### src/rtl/core/hcd_pkg.sv
`timescale 1ns / 1ps

package hcd_pkg;

    localparam int QueueDepth = 4;

    localparam logic [4:0] MaxDigits = 5'd16;
    localparam logic [7:0] CharCr    = 8'h0D;
    localparam logic [7:0] CharLf    = 8'h0A;
    localparam logic [7:0] CharSemi  = 8'h3B;

    typedef enum logic [2:0] {
        PH_DIGITS,
        PH_EXT,
        PH_SIZE_LF,
        PH_DATA,
        PH_DATA_CR,
        PH_DATA_LF,
        PH_END,
        PH_ERR
    } phase_t;

    typedef struct packed {
        logic [7:0] data_byte;
        logic       last_of_batch;
    } in_item_t;

    typedef struct packed {
        logic       payload_valid;
        logic [7:0] payload_byte;
        logic       body_done;
        logic       error;
        logic       batch_end;
    } out_item_t;

    // classified byte handed from the front to the back through the queue
    typedef struct packed {
        logic       is_hex;
        logic [3:0] hex_value;
        logic       is_semi;
        logic       is_cr;
        logic       is_lf;
        logic [7:0] data_byte;
        logic       last_of_batch;
    } byte_class_t;

endpackage

### src/rtl/core/hcd_front.sv
`timescale 1ns / 1ps

module hcd_front
(
    input  logic                in_valid,
    output logic                in_ready,
    input  hcd_pkg::in_item_t   in_data,
    input  logic                queue_full,
    output logic                push,
    output hcd_pkg::byte_class_t push_class
);

    logic [7:0] b;

    assign b        = in_data.data_byte;
    assign in_ready = !queue_full;
    assign push     = in_valid && !queue_full;

    always_comb
    begin
        push_class               = '0;
        push_class.data_byte     = b;
        push_class.last_of_batch = in_data.last_of_batch;
        push_class.is_semi       = (b == hcd_pkg::CharSemi);
        push_class.is_cr         = (b == hcd_pkg::CharCr);
        push_class.is_lf         = (b == hcd_pkg::CharLf);
        if (b inside {[8'h30:8'h39]})
        begin
            push_class.is_hex    = 1'b1;
            push_class.hex_value = b[3:0];
        end
        else if (b inside {[8'h41:8'h46], [8'h61:8'h66]})
        begin
            // letters a..f in either case: low nibble 1..6 maps to 10..15
            push_class.is_hex    = 1'b1;
            push_class.hex_value = b[3:0] + 4'd9;
        end
    end

endmodule

### src/rtl/core/hcd_queue.sv
`timescale 1ns / 1ps

module hcd_queue
#(
    parameter int DEPTH = hcd_pkg::QueueDepth
)
(
    input  logic                 clk,
    input  logic                 rst_n,
    input  logic                 push,
    input  hcd_pkg::byte_class_t push_class,
    output logic                 full,
    input  logic                 pop,
    output logic                 head_valid,
    output hcd_pkg::byte_class_t head_class
);

    localparam int AW = (DEPTH > 1) ? $clog2(DEPTH) : 1;
    localparam int CW = $clog2(DEPTH + 1);

    hcd_pkg::byte_class_t entries [DEPTH];

    logic [AW-1:0] wr_ptr_reg, wr_ptr_next;
    logic [AW-1:0] rd_ptr_reg, rd_ptr_next;
    logic [CW-1:0] count_reg, count_next;

    assign full       = (count_reg == CW'(DEPTH));
    assign head_valid = (count_reg != '0);
    assign head_class = entries[rd_ptr_reg];

    always_comb
    begin
        wr_ptr_next = wr_ptr_reg;
        rd_ptr_next = rd_ptr_reg;
        count_next  = count_reg;
        if (push)
        begin
            wr_ptr_next = (wr_ptr_reg == AW'(DEPTH - 1)) ? '0 : wr_ptr_reg + AW'(1);
        end
        if (pop)
        begin
            rd_ptr_next = (rd_ptr_reg == AW'(DEPTH - 1)) ? '0 : rd_ptr_reg + AW'(1);
        end
        if (push && !pop)
        begin
            count_next = count_reg + CW'(1);
        end
        else if (pop && !push)
        begin
            count_next = count_reg - CW'(1);
        end
    end

    always_ff @(posedge clk or negedge rst_n)
    begin
        if (!rst_n)
        begin
            wr_ptr_reg <= '0;
            rd_ptr_reg <= '0;
            count_reg  <= '0;
        end
        else
        begin
            wr_ptr_reg <= wr_ptr_next;
            rd_ptr_reg <= rd_ptr_next;
            count_reg  <= count_next;
        end
    end

    always_ff @(posedge clk)
    begin
        if (push)
        begin
            entries[wr_ptr_reg] <= push_class;
        end
    end

endmodule

### src/rtl/core/hcd_back.sv
`timescale 1ns / 1ps

module hcd_back
(
    input  logic                 clk,
    input  logic                 rst_n,
    input  logic                 head_valid,
    input  hcd_pkg::byte_class_t head_class,
    output logic                 pop,
    output logic                 out_valid,
    input  logic                 out_ready,
    output hcd_pkg::out_item_t   out_data
);

    hcd_pkg::phase_t    phase_reg, phase_next;
    logic [63:0]        remaining_reg, remaining_next;
    logic [4:0]         digits_reg, digits_next;
    logic               out_valid_reg, out_valid_next;
    hcd_pkg::out_item_t out_data_reg, out_data_next;

    assign pop       = head_valid && (!out_valid_reg || out_ready);
    assign out_valid = out_valid_reg;
    assign out_data  = out_data_reg;

    // next state
    always_comb
    begin
        phase_next     = phase_reg;
        remaining_next = remaining_reg;
        digits_next    = digits_reg;
        if (pop)
        begin
            case (phase_reg)
                hcd_pkg::PH_DIGITS:
                begin
                    if (head_class.is_hex)
                    begin
                        if (digits_reg >= hcd_pkg::MaxDigits)
                        begin
                            phase_next = hcd_pkg::PH_ERR;
                        end
                        else
                        begin
                            remaining_next = {remaining_reg[59:0], head_class.hex_value};
                            digits_next    = digits_reg + 5'd1;
                        end
                    end
                    else if (head_class.is_semi)
                    begin
                        phase_next = hcd_pkg::PH_EXT;
                    end
                    else if (head_class.is_cr)
                    begin
                        phase_next = hcd_pkg::PH_SIZE_LF;
                    end
                    else
                    begin
                        phase_next = hcd_pkg::PH_ERR;
                    end
                end
                hcd_pkg::PH_EXT:
                begin
                    if (head_class.is_cr)
                    begin
                        phase_next = hcd_pkg::PH_SIZE_LF;
                    end
                end
                hcd_pkg::PH_SIZE_LF:
                begin
                    if (!head_class.is_lf || digits_reg == '0)
                    begin
                        phase_next = hcd_pkg::PH_ERR;
                    end
                    else if (remaining_reg == '0)
                    begin
                        phase_next = hcd_pkg::PH_END;
                    end
                    else
                    begin
                        phase_next = hcd_pkg::PH_DATA;
                    end
                end
                hcd_pkg::PH_DATA:
                begin
                    remaining_next = remaining_reg - 64'd1;
                    if (remaining_reg == 64'd1)
                    begin
                        phase_next = hcd_pkg::PH_DATA_CR;
                    end
                end
                hcd_pkg::PH_DATA_CR:
                begin
                    phase_next = head_class.is_cr ? hcd_pkg::PH_DATA_LF : hcd_pkg::PH_ERR;
                end
                hcd_pkg::PH_DATA_LF:
                begin
                    if (head_class.is_lf)
                    begin
                        phase_next     = hcd_pkg::PH_DIGITS;
                        remaining_next = '0;
                        digits_next    = '0;
                    end
                    else
                    begin
                        phase_next = hcd_pkg::PH_ERR;
                    end
                end
                hcd_pkg::PH_END:
                begin
                    phase_next = hcd_pkg::PH_END;
                end
                default:
                begin
                    phase_next = hcd_pkg::PH_ERR;
                end
            endcase
        end
    end

    // result item: end and error flags reflect the phase after this byte, payload_valid the phase before it
    always_comb
    begin
        out_data_next               = '0;
        out_data_next.payload_valid = (phase_reg == hcd_pkg::PH_DATA);
        out_data_next.payload_byte  = (phase_reg == hcd_pkg::PH_DATA) ?
                                      head_class.data_byte : 8'd0;
        out_data_next.body_done     = (phase_next == hcd_pkg::PH_END);
        out_data_next.error         = (phase_next == hcd_pkg::PH_ERR);
        out_data_next.batch_end     = head_class.last_of_batch;

        out_valid_next = out_valid_reg;
        if (pop)
        begin
            out_valid_next = 1'b1;
        end
        else if (out_ready)
        begin
            out_valid_next = 1'b0;
        end
    end

    always_ff @(posedge clk or negedge rst_n)
    begin
        if (!rst_n)
        begin
            phase_reg     <= hcd_pkg::PH_DIGITS;
            remaining_reg <= '0;
            digits_reg    <= '0;
            out_valid_reg <= 1'b0;
        end
        else
        begin
            phase_reg     <= phase_next;
            remaining_reg <= remaining_next;
            digits_reg    <= digits_next;
            out_valid_reg <= out_valid_next;
        end
    end

    always_ff @(posedge clk)
    begin
        if (pop)
        begin
            out_data_reg <= out_data_next;
        end
    end

endmodule

### src/rtl/core/http_chunked_decoder.sv
`timescale 1ns / 1ps

// channel   signals                         direction  item
// in        in_valid, in_ready, in_data     input      one raw byte of the chunked body
// out       out_valid, out_ready, out_data  output     one result per byte
//
// one byte accepted per cycle while the queue is not full; its result reaches the output
// through the queue (written at the accepting edge) and then the fsm output register
// the 64-bit size decrement and zero test of the decode fsm set the cycle time
// reset clears the queue, the fsm (size digits phase) and the output valid
// an output stall fills the queue; in_ready drops only while the queue is full

module http_chunked_decoder
#(
    parameter int QUEUE_DEPTH = hcd_pkg::QueueDepth
)
(
    input  logic               clk,
    input  logic               rst_n,
    input  logic               in_valid,
    output logic               in_ready,
    input  hcd_pkg::in_item_t  in_data,
    output logic               out_valid,
    input  logic               out_ready,
    output hcd_pkg::out_item_t out_data
);

    logic                 push;
    logic                 pop;
    logic                 queue_full;
    logic                 head_valid;
    hcd_pkg::byte_class_t push_class;
    hcd_pkg::byte_class_t head_class;

    hcd_front u_front
    (
        .in_valid   (in_valid),
        .in_ready   (in_ready),
        .in_data    (in_data),
        .queue_full (queue_full),
        .push       (push),
        .push_class (push_class)
    );

    hcd_queue
    #(
        .DEPTH (QUEUE_DEPTH)
    )
    u_queue
    (
        .clk        (clk),
        .rst_n      (rst_n),
        .push       (push),
        .push_class (push_class),
        .full       (queue_full),
        .pop        (pop),
        .head_valid (head_valid),
        .head_class (head_class)
    );

    hcd_back u_back
    (
        .clk        (clk),
        .rst_n      (rst_n),
        .head_valid (head_valid),
        .head_class (head_class),
        .pop        (pop),
        .out_valid  (out_valid),
        .out_ready  (out_ready),
        .out_data   (out_data)
    );

endmodule

### config.mk
export PLATFORM = sky130hd
export DESIGN_NAME = http_chunked_decoder
export DESIGN_NICKNAME = d
export VERILOG_FILES = /design/src/rtl/core/hcd_pkg.sv /design/src/rtl/core/hcd_front.sv /design/src/rtl/core/hcd_queue.sv /design/src/rtl/core/hcd_back.sv /design/src/rtl/core/http_chunked_decoder.sv
export SDC_FILE = /design/constraint.sdc
export NUM_CORES = 1
export LEC_CHECK = 0
export BUFFER_PORTS_ARGS = -buffer_cell sky130_fd_sc_hd__buf_2
export CORE_MARGIN = 5
export CORE_UTILIZATION = 32
export CTS_CLUSTER_SIZE = 8
export DETAILED_ROUTE_END_ITERATION = 8
export PLACE_DENSITY_LB_ADDON = 0.05
export SKIP_LAST_GASP = 1
export SLEW_MARGIN = 5
export SYNTH_ARGS = -nofsm -noshare
export SYNTH_HDL_FRONTEND = slang
export SYNTH_SLANG_ARGS = --single-unit
### constraint.sdc
create_clock -name clk -period 6.4 [get_ports clk]
set_input_delay 0 -clock clk [delete_from_list [all_inputs] [get_ports clk]]
set_output_delay 0 -clock clk [all_outputs]
set_load 0.01 [all_outputs]
* Word-level counts from Yosys, hierarchy flattened
Memory sizes are Yosys's and may differ from the RTL's.
Index checks and enable logic that the tools add are counted.
Widths: inputs -> output; s select.
** Storage, ports and cells
- RAM bits :: 68
- Register bits after elaboration :: 92
- ROM bits :: 0
- Memories kept :: 1
- Latch bits :: 0
** Operators by class
- $lt $le $gt $ge :: 7
- Reductions and logical operators :: 25
- Bitwise operators :: 0
- Equality and inequality tests :: 18
- Mux-type cells :: 30
- Add/sub/neg operators :: 7
- Div/mod/pow operators :: 0
- Shift operators :: 0
- $mul :: 0
** Memories
- u_queue.entries :: depth 4, width 17, rd ports 1, clocked after Yosys merged registers in 0, write ports 1, line hcd_queue.sv:21 : hcd_pkg::byte_class_t entries [DEPTH];
** Operators with widths (count)
- $mux 64 :: 3
- $pmux 64 s3 :: 1
- $eq 64x1->1 const B :: 1
- $logic_not 64->1 :: 1
- $sub 64x1->64 const B :: 1
- $mux 3 :: 12
- $mux 5 :: 5
- $pmux 3 s7 :: 1
- $eq 3x3->1 const B :: 6
- $eq 8x4->1 const B :: 2
- $ge 8x7->1 const B :: 2
- $le 8x7->1 const B :: 2
- $pmux 5 s2 :: 1
- $reduce_and 5->1 :: 2
- $eq 8x6->1 const B :: 1
- $ge 8x6->1 const B :: 1
- $le 8x6->1 const B :: 1
- $reduce_bool 2->1 :: 4
- $logic_and 1x1->1 :: 7
- $eq 3x2->1 const B :: 2
- $mux 2 :: 3
- $reduce_bool 3->1 :: 2
- $add 5x1->5 const B :: 1
- $ge 5x5->1 const B :: 1
- 13 further kinds :: 24

* Depth between registers and ports, before layout
- Depth after elaboration :: 7
- Gate-level depth with buffers :: 10
- Mapped depth without buffers :: 9

* Modules after synthesis
A second synthesis with hierarchy kept.
** Second synthesis, totals
- Cells, all modules :: 800
- Area total of the unflattened synthesis :: 8567.0 µm²
** Modules (own cells, without submodules)
- hcd_back :: area an instance 5360.1 µm², seq. area each 2187.1 µm², cells each 637, times used 1
- hcd_queue :: area an instance 2912.8 µm², seq. area each 2217.1 µm², cells each 126, times used 1
- hcd_front :: area an instance 294.0 µm², seq. area each 0.0 µm², cells each 37, times used 1

* Worst setup path after synthesis
OpenSTA, ideal clock, no wires.
- Path type :: register to register
- Start :: reg u_back.remaining_reg[2]
- End :: reg u_back.remaining_reg[61]
- Buffers on the path :: 2
- Stages on the path, launching flop included :: 9
- Clock period less this slack :: 2706 ps
- Slack :: 3694 ps
- Data arrival time :: 2583 ps
- Path through :: dfrtp_1 > or4_4 > or3_1 > buf_6 > or4_4 > buf_6 > nor4b_4 > o21ai_0 > o2bb2ai_1
** Between the ends
- Cells in the longest elaborated chain, start to end :: 2
** RTL lines
- start, declared :: line hcd_back.sv:16 : logic [63:0] remaining_reg, remaining_next;
- start signal, assigned :: line hcd_back.sv:154 : remaining_reg <= remaining_next;
- $sub 64x1->64 :: line hcd_back.sv:85 : remaining_next = remaining_reg - 64'd1;
- $pmux 64 s3 :: line hcd_back.sv:33 : case (phase_reg)
No other way between the ends.
A chain may end at the register's enable or synchronous reset.

* Worst setup path after layout
- Start :: reg u_back.phase_reg[2]
- End :: reg u_back.remaining_reg[42]
** Between the ends
- Cells in the longest elaborated chain, start to end :: 3
- Elaborated cells between the ends (all ways) :: 9
- Those cells by class :: eq/ne: 5; mux: 1; reduce/logical: 3
** RTL lines
- start, declared :: line hcd_back.sv:15 : hcd_pkg::phase_t phase_reg, phase_next;
- start signal, assigned :: line hcd_back.sv:146 : phase_reg <= hcd_pkg::PH_DIGITS;
- start signal, assigned :: line hcd_back.sv:153 : phase_reg <= phase_next;
- $eq 3x3->1 (tied with other cells) :: line hcd_back.sv:33
- $ne 2x1->1 (no source line) (tied with other cells)
- $reduce_and 5->1 (no source line)
Parallel ways exist; a longest one is shown, timed or not.

==> run summary <==
dpl ws: 2.66 ns
final WL: 23100 µm
Final Max Tran Viols: 0
most frequent cell after synthesis: o21ai_0
yosys warns: 0
First DRT Iteration DRCs: 673
Post-synth top flop: edfxtp_1
CTS Hold Buffers Added: 11
synth unique cells: 69
post-DP HPWL: 15100 µm
FF-to-FF End: u_back.remaining_reg[42]
RePlAce Congestion: 0.825
Syn Inst Count: 806
Worst-path clk slew: 0.07 ns
clock skew: 0.0156 ns
max reg flops: 68
clock network fraction of total power: 35.5%
Setup CP Type: register to register
clk sinks: 160
Finish-stage setup viols: 0
H-tree depth reported by CTS: 4
Final Hold Fails: 0
Routed Antenna Nets: 0
LEAKAGE: 3.63 nW
period utilization: 57.6%
row count: 59
Layout Nets: 854
global-route wire length before repair: 38200 µm
fillers: 2607
Top cell by count, worst path: buf_4
WP data arrival: 4.00 ns
clock period minus worst slack: 3.69 ns
area leader, netlist: edfxtp_1
Max Cap Violations: 0
Post-DP Area: 8910 µm²
# DRC: 0
Area Growth Syn to Fin: 13.3%
CTS tree: done
EDFF count, synth: 80
CP max-delay cell: a2111o_2
vias after detailed routing: 6762
CP required: 6.71 ns
Register Area: 4400 µm²
Initial Util: 32.5%
vias in the first global route: 6908
Synth Area per Inst: 10.5 µm²
ant diodes: 0
Clock Tree Root: clkbuf_16
largest net degree at the start of global routing: 78
worst-path fanout max: 77
routed len/inst: 19.7 µm
switch share: 29.9%
pwr dens: 293 nW/µm²
Psw: 0.839 mW
Max Fclk: 271 MHz
internal power: 1.97 mW
max incr delay on CP: 0.77 ns
gr usage total: 15.6%
initial antenna violation count: 0
crit end category: register
Pre-antenna DRT Iters: 5
area of the mapped netlist: 8460 µm²
reg2reg path depth: 10
FF-to-FF setup slack: 2.71 ns
top cells by area, synth: edfxtp_1, dfrtp_1, o21ai_0
Worst VDD drop: 0.153 mV
Synth Net Count: 835
Sequential Power Share: 47.0%
Longest Clk Path Bufs: 2
Worst-Margin Slew: 1.00 ns
Die Height: 173 µm
Post-synth ARST share: 50.0%
Die W: 173 µm
Boundary Pins: 27
RSZ-0062 raised after global routing: no
total gr overflow: 0
port buffer count: 26
final setup margin: 2.71 ns
sequential fraction of the synthesis area: 52.0%
share of layout cells above drive strength 1: 12.6%
#FFs+latches synth: 160
cts repair resizes: 0
vias per cell: 5.76
core area: 26100 µm²
outcome: complete, no violations
area of the multi-input gates: 3780 µm²
Layout Utilization: 36.8%
part of the power in combinational logic: 17.5%
CTS Buf Count: 17
synth cell count leaders: o21ai_0, dfrtp_1, edfxtp_1
Cell Chain, Critical Path: inv_1 -> nand3_2 -> buf_4 -> inv_2 -> buf_4 -> nor2_4 -> a2111o_2 -> buf_4 -> a21oi_1 -> o22a_1
die area: 29800 µm²
RR Startpoint: u_back.phase_reg[2]
final instance area: 9590 µm²
total negative slack: 0 ns
CP Launch Type: register
Worst slew margin: 33.1%
post-CTS setup buffers: 0
Yosys top cell area share: 28.4%
Clock Latency Late Sink: 0.44 ns
Hold/Removal Path Class: input port to asynchronous set/reset pin
-- routing by layer --
layer / vias to the layer above / track usage, % / share of wire (%)
met5: - / 0 / 0
met4: 0 / 4.09 / 1.4
met3: 17 / 2.62 / 2.9
met2: 153 / 27.1 / 51
met1: 3419 / 20.3 / 45
li1: 3173 / - / -
-- kinds of logic after synthesis --
| logic type | Yosys count | share of synthesized area [%] |
|---|---|---|
| adder cells (fa/ha/maj) | 16 | 2.45 |
| multiplexers | 21 | 5.01 |
| XOR/XNOR | 3 | 0.311 |
| buffers and inverters | 73 | 3.71 |
| AO/OA/AOI/OAI | 269 | 19.7 |
| AND/OR/NAND/NOR | 264 | 16.8 |
| flip-flops | 160 | 52.0 |
-- critical path: cells and delay by family (launching register included) --
family	cells	cell delay [ns]
compound gates	3	1.06
buf+inv	5	1.69
flops	1	0.50
simple gates	2	0.27
-- power by group through the flow --
stage	Clock, mW	Combinational [mW]	Sequential (mW)
CTS	1.03	0.508	1.33
detailed placement	0	0.499	1.35
floorplan	0	0.350	1.30
finish	0.999	0.492	1.32
global placement	0	0.492	1.34
global route	1.07	0.545	1.34
-- final cells by class --
cell class              count  area share [%]
flip-flops and latches    160            45.9
multi-input cells         573            39.4
clock buffers              17            4.44
well taps                 335            4.37
repair buffers             48            3.39
clock inverters            15            1.48
inverters                  25           0.979
-- cells in the final DEF (no fill, tap or decap), types with 5 or more instances in the layout --
master,netlist,routed
a22o_1,5,5
o2bb2ai_1,8,8
buf_4,1,12
dfrtp_1,80,80
nor3_1,37,37
inv_8,0,5
nand2b_1,7,7
edfxtp_1,80,80
clkbuf_16,0,17
nand4_1,9,9
o22a_1,5,5
o21ai_0,92,92
and3_1,9,9
or3_1,13,13
nand2_1,46,46
o31ai_1,6,5
a31oi_1,18,18
inv_1,25,24
a32oi_1,17,17
nor2_1,55,54
buf_2,4,25
a21oi_1,68,68
a22oi_1,13,13
ha_1,15,15
nand3_1,11,10
nor4_1,28,27
or4_1,10,10
and2_1,11,11
dlygate4sd3_1,0,11
nor3b_1,5,5
mux4_2,17,17
-- worst max path at each step --
stage | start | end | slack [ns]
floorplan | u_back.remaining_reg[2] | u_back.remaining_reg[61] | 3.69
detailed placement | u_back.phase_reg[2] | u_back.remaining_reg[21] | 2.66
finish | u_back.phase_reg[2] | u_back.remaining_reg[42] | 2.71
global route | u_back.phase_reg[2] | u_back.remaining_reg[12] | 2.31
global placement | u_queue.rd_ptr_reg[1] | u_back.remaining_reg[42] | 2.68
CTS | u_queue.rd_ptr_reg[1] | u_back.remaining_reg[42] | 2.63
-- per-stage QoR --
step | instances | hold WS (ns) | total power, mW
5_1_grt | 1173 | 0.0983 | 2.95
6_report | 1173 | 0.0523 | 2.81
2_1_floorplan | 806 | -0.296 | 1.65
3_5_place_dp | 1130 | -0.0330 | 1.85
3_3_place_gp | 1130 | -0.0331 | 1.83
4_1_cts | 1173 | 0.0654 | 2.86
Power figures use the tool's default switching activity.
